### src/hdl/jse_pkg.sv
package jse_pkg;

	localparam int QUEUE_DEPTH = 2;

	localparam logic [7:0] CH_QUOTE  = 8'h22;
	localparam logic [7:0] CH_BSLASH = 8'h5C;
	localparam logic [7:0] CH_SLASH  = 8'h2F;
	localparam logic [7:0] CH_NL     = 8'h0A;
	localparam logic [7:0] CH_CR     = 8'h0D;
	localparam logic [7:0] CH_LOW_N  = 8'h6E;
	localparam logic [7:0] CH_LOW_R  = 8'h72;
	localparam logic [7:0] CH_LOW_U  = 8'h75;
	localparam logic [7:0] CH_ZERO   = 8'h30;
	localparam logic [7:0] CTRL_LIMIT = 8'd32;

	typedef enum logic [1:0] {
		KIND_PLAIN,
		KIND_ESC,
		KIND_UNI,
		KIND_EMPTY
	} kind_t;

	typedef struct packed {
		kind_t      kind;
		logic [7:0] ch;
		logic       first;
		logic       last;
	} desc_t;

endpackage

### src/hdl/jse_front.sv
module jse_front
	import jse_pkg::*;
(
	input  logic       clk,
	input  logic       arst_n,
	input  logic       in_valid,
	output logic       in_stall,
	input  logic [7:0] data_byte,
	input  logic       starts_string,
	input  logic       ends_string,
	input  logic       empty_string,
	output logic       push,
	output desc_t      push_data,
	input  logic       queue_full
);

	logic  valid_s1;
	desc_t desc_s1;
	desc_t desc_c;

	always_comb begin
		desc_c.ch    = data_byte;
		desc_c.first = starts_string;
		desc_c.last  = ends_string;
		desc_c.kind  = KIND_PLAIN;
		if (empty_string) begin
			desc_c.kind  = KIND_EMPTY;
			desc_c.first = 1'b1;
			desc_c.last  = 1'b1;
		end else if (data_byte == CH_QUOTE || data_byte == CH_BSLASH ||
				data_byte == CH_SLASH) begin
			desc_c.kind = KIND_ESC;
		end else if (data_byte == CH_NL) begin
			desc_c.kind = KIND_ESC;
			desc_c.ch   = CH_LOW_N;
		end else if (data_byte == CH_CR) begin
			desc_c.kind = KIND_ESC;
			desc_c.ch   = CH_LOW_R;
		end else if (data_byte < CTRL_LIMIT) begin
			desc_c.kind = KIND_UNI;
		end
	end

	assign in_stall  = valid_s1 && queue_full;
	assign push      = valid_s1 && !queue_full;
	assign push_data = desc_s1;

	always_ff @(posedge clk or negedge arst_n) begin
		if (!arst_n) begin
			valid_s1 <= 1'b0;
		end else if (!in_stall) begin
			valid_s1 <= in_valid;
		end
	end

	always_ff @(posedge clk) begin
		if (!in_stall && in_valid) begin
			desc_s1 <= desc_c;
		end
	end

endmodule

### src/hdl/jse_queue.sv
module jse_queue
	import jse_pkg::*;
#(
	parameter int DEPTH = QUEUE_DEPTH
)
(
	input  logic  clk,
	input  logic  arst_n,
	input  logic  push,
	input  desc_t push_data,
	output logic  full,
	input  logic  pop,
	output logic  nonempty,
	output desc_t head
);

	localparam int AW = (DEPTH > 2) ? $clog2(DEPTH) : 1;
	localparam int CW = $clog2(DEPTH + 1);

	desc_t         mem_q [DEPTH];
	logic [AW-1:0] wr_ptr_q;
	logic [AW-1:0] rd_ptr_q;
	logic [CW-1:0] count_q;

	assign full     = (count_q == CW'(DEPTH));
	assign nonempty = (count_q != '0);
	assign head     = mem_q[rd_ptr_q];

	always_ff @(posedge clk or negedge arst_n) begin
		if (!arst_n) begin
			wr_ptr_q <= '0;
			rd_ptr_q <= '0;
			count_q  <= '0;
		end else begin
			if (push) begin
				wr_ptr_q <= (wr_ptr_q == AW'(DEPTH - 1)) ? '0 : wr_ptr_q + 1'b1;
			end
			if (pop) begin
				rd_ptr_q <= (rd_ptr_q == AW'(DEPTH - 1)) ? '0 : rd_ptr_q + 1'b1;
			end
			if (push && !pop) begin
				count_q <= count_q + 1'b1;
			end else if (pop && !push) begin
				count_q <= count_q - 1'b1;
			end
		end
	end

	always_ff @(posedge clk) begin
		if (push) begin
			mem_q[wr_ptr_q] <= push_data;
		end
	end

endmodule

### src/hdl/jse_back.sv
module jse_back
	import jse_pkg::*;
(
	input  logic       clk,
	input  logic       arst_n,
	input  logic       nonempty,
	input  desc_t      head,
	output logic       pop,
	output logic       out_valid,
	input  logic       out_stall,
	output logic [7:0] out_byte,
	output logic       run_last
);

	logic       out_valid_q;
	logic [7:0] out_byte_q;
	logic       run_last_q;
	logic [2:0] idx_q;
	logic [3:0] body_len;
	logic [3:0] total;
	logic [3:0] last_pos;
	logic [3:0] j;
	logic [7:0] body_byte;
	logic [7:0] cur_byte;
	logic       at_end;
	logic       load;

	function automatic logic [7:0] hex_digit(input logic [3:0] n);
		hex_digit = (n < 4'd10) ? (8'h30 + {4'h0, n}) : (8'h57 + {4'h0, n});
	endfunction

	always_comb begin
		case (head.kind)
			KIND_PLAIN: body_len = 4'd1;
			KIND_ESC:   body_len = 4'd2;
			KIND_UNI:   body_len = 4'd6;
			KIND_EMPTY: body_len = 4'd0;
			default:    body_len = 4'd0;
		endcase
	end

	assign total    = {3'b000, head.first} + body_len + {3'b000, head.last};
	assign last_pos = total - 4'd1;
	assign at_end   = (idx_q == last_pos[2:0]);
	assign j        = {1'b0, idx_q} - {3'b000, head.first};

	always_comb begin
		body_byte = CH_BSLASH;
		case (head.kind)
			KIND_PLAIN: body_byte = head.ch;
			KIND_ESC: begin
				if (j != 4'd0) begin
					body_byte = head.ch;
				end
			end
			KIND_UNI: begin
				case (j)
					4'd0:    body_byte = CH_BSLASH;
					4'd1:    body_byte = CH_LOW_U;
					4'd2:    body_byte = CH_ZERO;
					4'd3:    body_byte = CH_ZERO;
					4'd4:    body_byte = hex_digit(head.ch[7:4]);
					default: body_byte = hex_digit(head.ch[3:0]);
				endcase
			end
			default: body_byte = CH_QUOTE;
		endcase
	end

	always_comb begin
		if (head.first && idx_q == 3'd0) begin
			cur_byte = CH_QUOTE;
		end else if (j < body_len) begin
			cur_byte = body_byte;
		end else begin
			cur_byte = CH_QUOTE;
		end
	end

	assign load      = !out_valid_q || !out_stall;
	assign pop       = load && nonempty && at_end;
	assign out_valid = out_valid_q;
	assign out_byte  = out_byte_q;
	assign run_last  = run_last_q;

	always_ff @(posedge clk or negedge arst_n) begin
		if (!arst_n) begin
			out_valid_q <= 1'b0;
			idx_q       <= '0;
		end else if (load) begin
			out_valid_q <= nonempty;
			if (nonempty) begin
				idx_q <= at_end ? 3'd0 : idx_q + 3'd1;
			end
		end
	end

	always_ff @(posedge clk) begin
		if (load && nonempty) begin
			out_byte_q <= cur_byte;
			run_last_q <= at_end;
		end
	end

endmodule

### src/hdl/json_string_escaper.sv
// An input transfer goes through the front stage register, the queue and the output register
// before its first output byte shows. One output byte per cycle while out_stall is low;
// an input item expands to one byte if plain, up to eight if a control byte with both quotes.
// The rate is set by the single output register, one byte per cycle unless stalled.
// Reset clears the stage valid flag, the queue pointers and count, the output valid flag and the byte index.
module json_string_escaper
	import jse_pkg::*;
#(
	parameter int QUEUE_DEPTH_P = QUEUE_DEPTH
)
(
	input  logic       clk,
	input  logic       arst_n,
	input  logic       in_valid,
	output logic       in_stall,
	input  logic [7:0] data_byte,
	input  logic       starts_string,
	input  logic       ends_string,
	input  logic       empty_string,
	output logic       out_valid,
	input  logic       out_stall,
	output logic [7:0] out_byte,
	output logic       run_last
);

	logic  push;
	desc_t push_data;
	logic  queue_full;
	logic  pop;
	logic  nonempty;
	desc_t head;

	jse_front u_front (
		.clk           (clk),
		.arst_n        (arst_n),
		.in_valid      (in_valid),
		.in_stall      (in_stall),
		.data_byte     (data_byte),
		.starts_string (starts_string),
		.ends_string   (ends_string),
		.empty_string  (empty_string),
		.push          (push),
		.push_data     (push_data),
		.queue_full    (queue_full)
	);

	jse_queue #(
		.DEPTH (QUEUE_DEPTH_P)
	) u_queue (
		.clk       (clk),
		.arst_n    (arst_n),
		.push      (push),
		.push_data (push_data),
		.full      (queue_full),
		.pop       (pop),
		.nonempty  (nonempty),
		.head      (head)
	);

	jse_back u_back (
		.clk       (clk),
		.arst_n    (arst_n),
		.nonempty  (nonempty),
		.head      (head),
		.pop       (pop),
		.out_valid (out_valid),
		.out_stall (out_stall),
		.out_byte  (out_byte),
		.run_last  (run_last)
	);

endmodule

### config.mk
export PLATFORM = sky130hd
export DESIGN_NAME = json_string_escaper
export DESIGN_NICKNAME = d
export VERILOG_FILES = /design/src/hdl/jse_pkg.sv /design/src/hdl/jse_front.sv /design/src/hdl/jse_queue.sv /design/src/hdl/jse_back.sv /design/src/hdl/json_string_escaper.sv
export SDC_FILE = /design/constraint.sdc
export NUM_CORES = 1
export LEC_CHECK = 0
export BUFFER_PORTS_ARGS = -buffer_cell sky130_fd_sc_hd__buf_2
export CAP_MARGIN = 20
export CORE_MARGIN = 3
export CORE_UTILIZATION = 51
export DETAILED_ROUTE_END_ITERATION = 10
export PLACE_DENSITY = 0.76
export REMOVE_ABC_BUFFERS = 1
export SLEW_MARGIN = 40
export SYNTH_ARGS = -nofsm -noshare
export SYNTH_HDL_FRONTEND = slang
export SYNTH_SLANG_ARGS = --single-unit
### constraint.sdc
create_clock -name clk -period 6.96 [get_ports clk]
set_input_delay 0 -clock clk [delete_from_list [all_inputs] [get_ports clk]]
set_output_delay 0 -clock clk [all_outputs]
set_load 0.02 [all_outputs]
==> results.rst <==
.. list-table::
   :header-rows: 1

   * - Metric
     - Value
   * - Detailed-routed wire length on met2
     - 2.59 mm
   * - Clock Tree Root
     - sky130_fd_sc_hd__clkbuf_8
   * - Design internal power
     - 0.950 mW
   * - CTS tree
     - done
   * - Proportion of layout cells with a drive suffix above 1
     - 16.9%
   * - Detail Placement HPWL
     - 3.81 mm
   * - DRC violations left
     - 0
   * - Floorplan Core Area
     - 5570 sq um
   * - Primary FF master, synth
     - sky130_fd_sc_hd__edfxtp_1
   * - Final weighted congestion of routability-driven global placement
     - 0.861
   * - Later-pin clock latency in the skew report
     - 0.30 ns
   * - Post-Layout Inst Area
     - 3320 sq um
   * - Tot GR Track Use
     - 16.5%
   * - CTS Buffer Depth
     - 2
   * - Net switching share of the total power
     - 41.2%
   * - Hold buffers post-CTS
     - 8
   * - Sort of element at the end of the critical path
     - flop
   * - Routed Wire Length
     - 5.05 mm
   * - Combinational cell fraction of total power
     - 51.9%
   * - Detailed-routed wire length on met3
     - 186 um
   * - Full die area
     - 6750 sq um
   * - Number of routed nets with antenna violations
     - 0
   * - Clock sink total
     - 54
   * - Count of final hold-check violations
     - 0
   * - Synthesized flop and latch total
     - 54
   * - Type of element launching the critical path
     - flop
   * - Number of port buffers
     - 25
   * - Proportion of power drawn by the clock network
     - 12.7%
   * - Worst path required time
     - 7.19 ns
   * - Post-CTS setup repair buffer count
     - 0
   * - FFs w/ async S/R, synth
     - 16.7%
   * - Outcome
     - finished, final reports clean
   * - Post-detailed-placement cell area
     - 3130 sq um
   * - Crit path from
     - u_queue.rd_ptr_q
   * - Via count
     - 1928
   * - Net switching power figure
     - 0.666 mW
   * - Detailed-routing iteration count for the pre-antenna-repair pass
     - 4
   * - Final max-slew violation count
     - 0
   * - Total standard cell area after synthesis
     - 2960 sq um
   * - Avg Synthesized Cell Area
     - 11.9 sq um
   * - Number of top-level pins
     - 26
   * - Finish-stage setup viols
     - 0
   * - Adder-cell share of the synthesized area
     - 7.44%
   * - Floorplan row count
     - 27
   * - Dominant combinational cell family by area after synthesis
     - simple AND/OR/NAND/NOR gates
   * - XOR/XNOR Fraction of Synth Area
     - 4.36%
   * - Worst hold slack across all endpoints
     - 0.00865 ns
   * - Fill cell instance count of the final layout
     - 456
   * - Initial cell density of the core
     - 53.1%
   * - DIE HEIGHT
     - 82.2 um
   * - Final worst-path cycle share
     - 55.5%
   * - Max-capacitance violation count
     - 0
   * - Final global-route overflow total
     - 0
   * - Worst max-slew margin expressed relative to the limit
     - 59.1%
   * - Count of unique library cells instantiated by Yosys
     - 61
   * - Number of instances on the worst hold path
     - 2
   * - Cell types with the largest area share after synthesis
     - sky130_fd_sc_hd__edfxtp_1, sky130_fd_sc_hd__dfrtp_1, sky130_fd_sc_hd__ha_1
   * - Critical R2R Capture
     - u_queue.count_q[1]
   * - Fraction of the mapped netlist area in compound gates
     - 12.2%
   * - Fmax
     - 259 MHz
   * - First-pass GRT wire length
     - 8.31 mm
   * - Post-route clock skew
     - 0.00700 ns
   * - Initial antenna violation count
     - 0
   * - Final Net Count
     - 315
   * - Footprint of the multi-input gates
     - 1260 sq um
   * - Highest metal used
     - met4
   * - Layout-stage area growth over the synthesis result
     - 12.3%
   * - Worst Reg-to-Reg Cells
     - 15
   * - Vias in the first global route
     - 1842
   * - Gate count after technology mapping
     - 249
   * - Simple-gate share of the synthesized area
     - 13.2%
   * - Internal reg-to-reg setup slack
     - 3.10 ns
   * - Final critical delay including setup and external delays
     - 3.86 ns
   * - Starting DRT DRC Count
     - 89
   * - Routed len/inst
     - 14.2 um
   * - CP endpoint
     - u_queue.count_q[1]
   * - Die span in x
     - 82.2 um
   * - FF-to-FF Start
     - u_queue.rd_ptr_q
   * - Number of enable-type register cells in the synthesized netlist
     - 45
   * - Post-synth top area cell
     - sky130_fd_sc_hd__edfxtp_1
   * - Worst Tran Pin Value
     - 0.613 ns
   * - Total clock buffers created by CTS
     - 5
   * - Post-synthesis sequential area ratio
     - 53.3%
   * - Total negative slack
     - 0 ns
   * - Unrepaired setup endpoints after global routing
     - no
   * - Clock transition at the registers of the reported paths
     - 0.09 ns
   * - Worst hold path type
     - in2reg
   * - Area taken by flip-flops and latches
     - 1580 sq um
   * - Maximum number of pins on one net before global-route repair
     - 22
   * - Multiplexer area fraction after synthesis
     - 5.37%
   * - Count of antenna diodes in the layout
     - 0
   * - Yosys warning total
     - 0
   * - Total power density per cell area
     - 487 nW/um^2
   * - Number of cells upsized or downsized after cts
     - 0
   * - Share of power burned in registers
     - 35.5%
   * - Via-per-instance ratio
     - 5.42
   * - Category of the critical setup timing path
     - reg2reg
   * - Worst vdd ir
     - 0.209 mV
   * - Most numerous cell types in the synthesized netlist
     - sky130_fd_sc_hd__edfxtp_1, sky130_fd_sc_hd__inv_1, sky130_fd_sc_hd__nand2_1
   * - Arrival time of data at the critical path endpoint
     - 4.09 ns
   * - Top fanout value on the critical path
     - 21
   * - Number of levels in the clock H-tree
     - 2
   * - Leakage power
     - 1.33 nW
   * - Fraction of synthesized cell area taken by the top area cell type
     - 45.7%
   * - Wire length the detailed router placed on met1
     - 2.21 mm
   * - Most common cell in the synthesized netlist
     - sky130_fd_sc_hd__edfxtp_1
[state kept, by name (all words and copies together) (netlist names)]
signal,count
u_back.out_byte,8
u_back.out_valid,1
u_front.push_data,12
u_queue.count_q,2
u_queue.rd_ptr_q,1
u_back.idx_q,3
u_queue.wr_ptr_q,1
u_queue.mem_q,24
u_front.valid_s1,1
u_back.run_last,1
[cell usage in the layout, fill, tap and decap left out, types with 2 or more instances in the layout]
cell type	netlist	final
sky130_fd_sc_hd__nand4_1	3	3
sky130_fd_sc_hd__and2_1	5	5
sky130_fd_sc_hd__and3_1	2	2
sky130_fd_sc_hd__o31ai_1	3	3
sky130_fd_sc_hd__xnor2_1	7	7
sky130_fd_sc_hd__clkbuf_8	0	5
sky130_fd_sc_hd__ha_1	16	16
sky130_fd_sc_hd__mux2_2	5	5
sky130_fd_sc_hd__nand3_1	2	2
sky130_fd_sc_hd__nor2b_1	4	4
sky130_fd_sc_hd__xor2_1	5	5
sky130_fd_sc_hd__a31oi_1	4	4
sky130_fd_sc_hd__a21boi_1	2	2
sky130_fd_sc_hd__a211oi_1	3	3
sky130_fd_sc_hd__buf_2	1	25
sky130_fd_sc_hd__a21o_1	4	4
sky130_fd_sc_hd__o21ai_1	5	5
sky130_fd_sc_hd__nand2b_1	6	6
sky130_fd_sc_hd__o22ai_1	2	2
sky130_fd_sc_hd__or2_2	2	2
sky130_fd_sc_hd__nor2_1	16	15
sky130_fd_sc_hd__o21ai_0	4	4
sky130_fd_sc_hd__mux2i_1	6	6
sky130_fd_sc_hd__o211ai_1	2	2
sky130_fd_sc_hd__inv_1	19	19
sky130_fd_sc_hd__a21oi_1	7	7
sky130_fd_sc_hd__dlygate4sd3_1	0	8
sky130_fd_sc_hd__nor3_1	5	5
sky130_fd_sc_hd__dfrtp_1	9	8
sky130_fd_sc_hd__edfxtp_1	45	45
sky130_fd_sc_hd__nand2_1	19	19
sky130_fd_sc_hd__mux2i_2	2	2
[cells by family (layout without fill, tap and decap cells)]
family | Yosys count | in the layout
buffers and inverters | 26 | 61
and+or+nand+nor | 74 | 74
DFF | 54 | 54
adders and majority gates | 17 | 17
AOI/OAI and AO/OA | 51 | 51
muxes | 14 | 14
xor gates and xnor gates | 13 | 13
[how the worst min path moves through the flow]
stage	startpoint	endpoint	slack, ns
after floorplan	arst_n	u_back.idx_q[0]	-0.30
after global placement	arst_n	u_front.valid_s1	-0.14
after detailed placement	arst_n	u_queue.wr_ptr_q	-0.14
after CTS	empty_string	u_front.push_data[0]	0.002
after global routing	empty_string	u_front.push_data[0]	0.01
final	empty_string	u_front.push_data[0]	0.009
[metal layers]
| layer | vias to the layer above | GRT usage, % |
|---|---|---|
| met5 | - | 0 |
| met1 | 903 | 19.4 |
| li1 | 978 | - |
| met2 | 42 | 29.5 |
| met4 | 0 | 6.98 |
| met3 | 5 | 2.93 |
[layout make-up]
class                   instances  area share (%)
repair buffers                 33            6.18
multi-input cells             169            38.0
clock buffers                   6            2.18
inverters                      20            2.26
clock inverters                 2            1.13
flip-flops and latches         54            47.5
well taps                      72            2.71
[power by group through the flow]
stage          Sequential, mW  Combinational, mW  Clock, mW
2_1_floorplan           0.599              0.626          0
3_3_place_gp            0.574              0.814          0
3_5_place_dp            0.582              0.835          0
4_1_cts                 0.575              0.843      0.209
5_1_grt                 0.589              0.933      0.222
6_report                0.573              0.839      0.205
[per-stage QoR]
stage	utilization, %	power [mW]	setup WS (ns)	std cells
floorplan	-	1.23	3.24	243
global placement	56.1	1.39	3.00	340
detailed placement	56.2	1.42	2.81	340
CTS	59.6	1.63	2.81	356
global route	59.6	1.74	2.83	356
finish	59.6	1.62	3.10	356
[worst max-delay path: stages (launching register included)]
cell and delay (ns):
sky130_fd_sc_hd__dfrtp_2 0.68, sky130_fd_sc_hd__mux2i_1 0.42, sky130_fd_sc_hd__ha_1 0.30, sky130_fd_sc_hd__inv_1 0.10
sky130_fd_sc_hd__ha_1 0.29, sky130_fd_sc_hd__inv_1 0.06, sky130_fd_sc_hd__ha_1 0.15, sky130_fd_sc_hd__inv_1 0.05
sky130_fd_sc_hd__fa_1 0.38, sky130_fd_sc_hd__xor3_1 0.40, sky130_fd_sc_hd__nor3_4 0.21, sky130_fd_sc_hd__nand2_1 0.14
sky130_fd_sc_hd__ha_1 0.23, sky130_fd_sc_hd__xor2_1 0.14, sky130_fd_sc_hd__nor2_1 0.11, sky130_fd_sc_hd__xor2_1 0.15
Power figures use the tool's default switching activity.
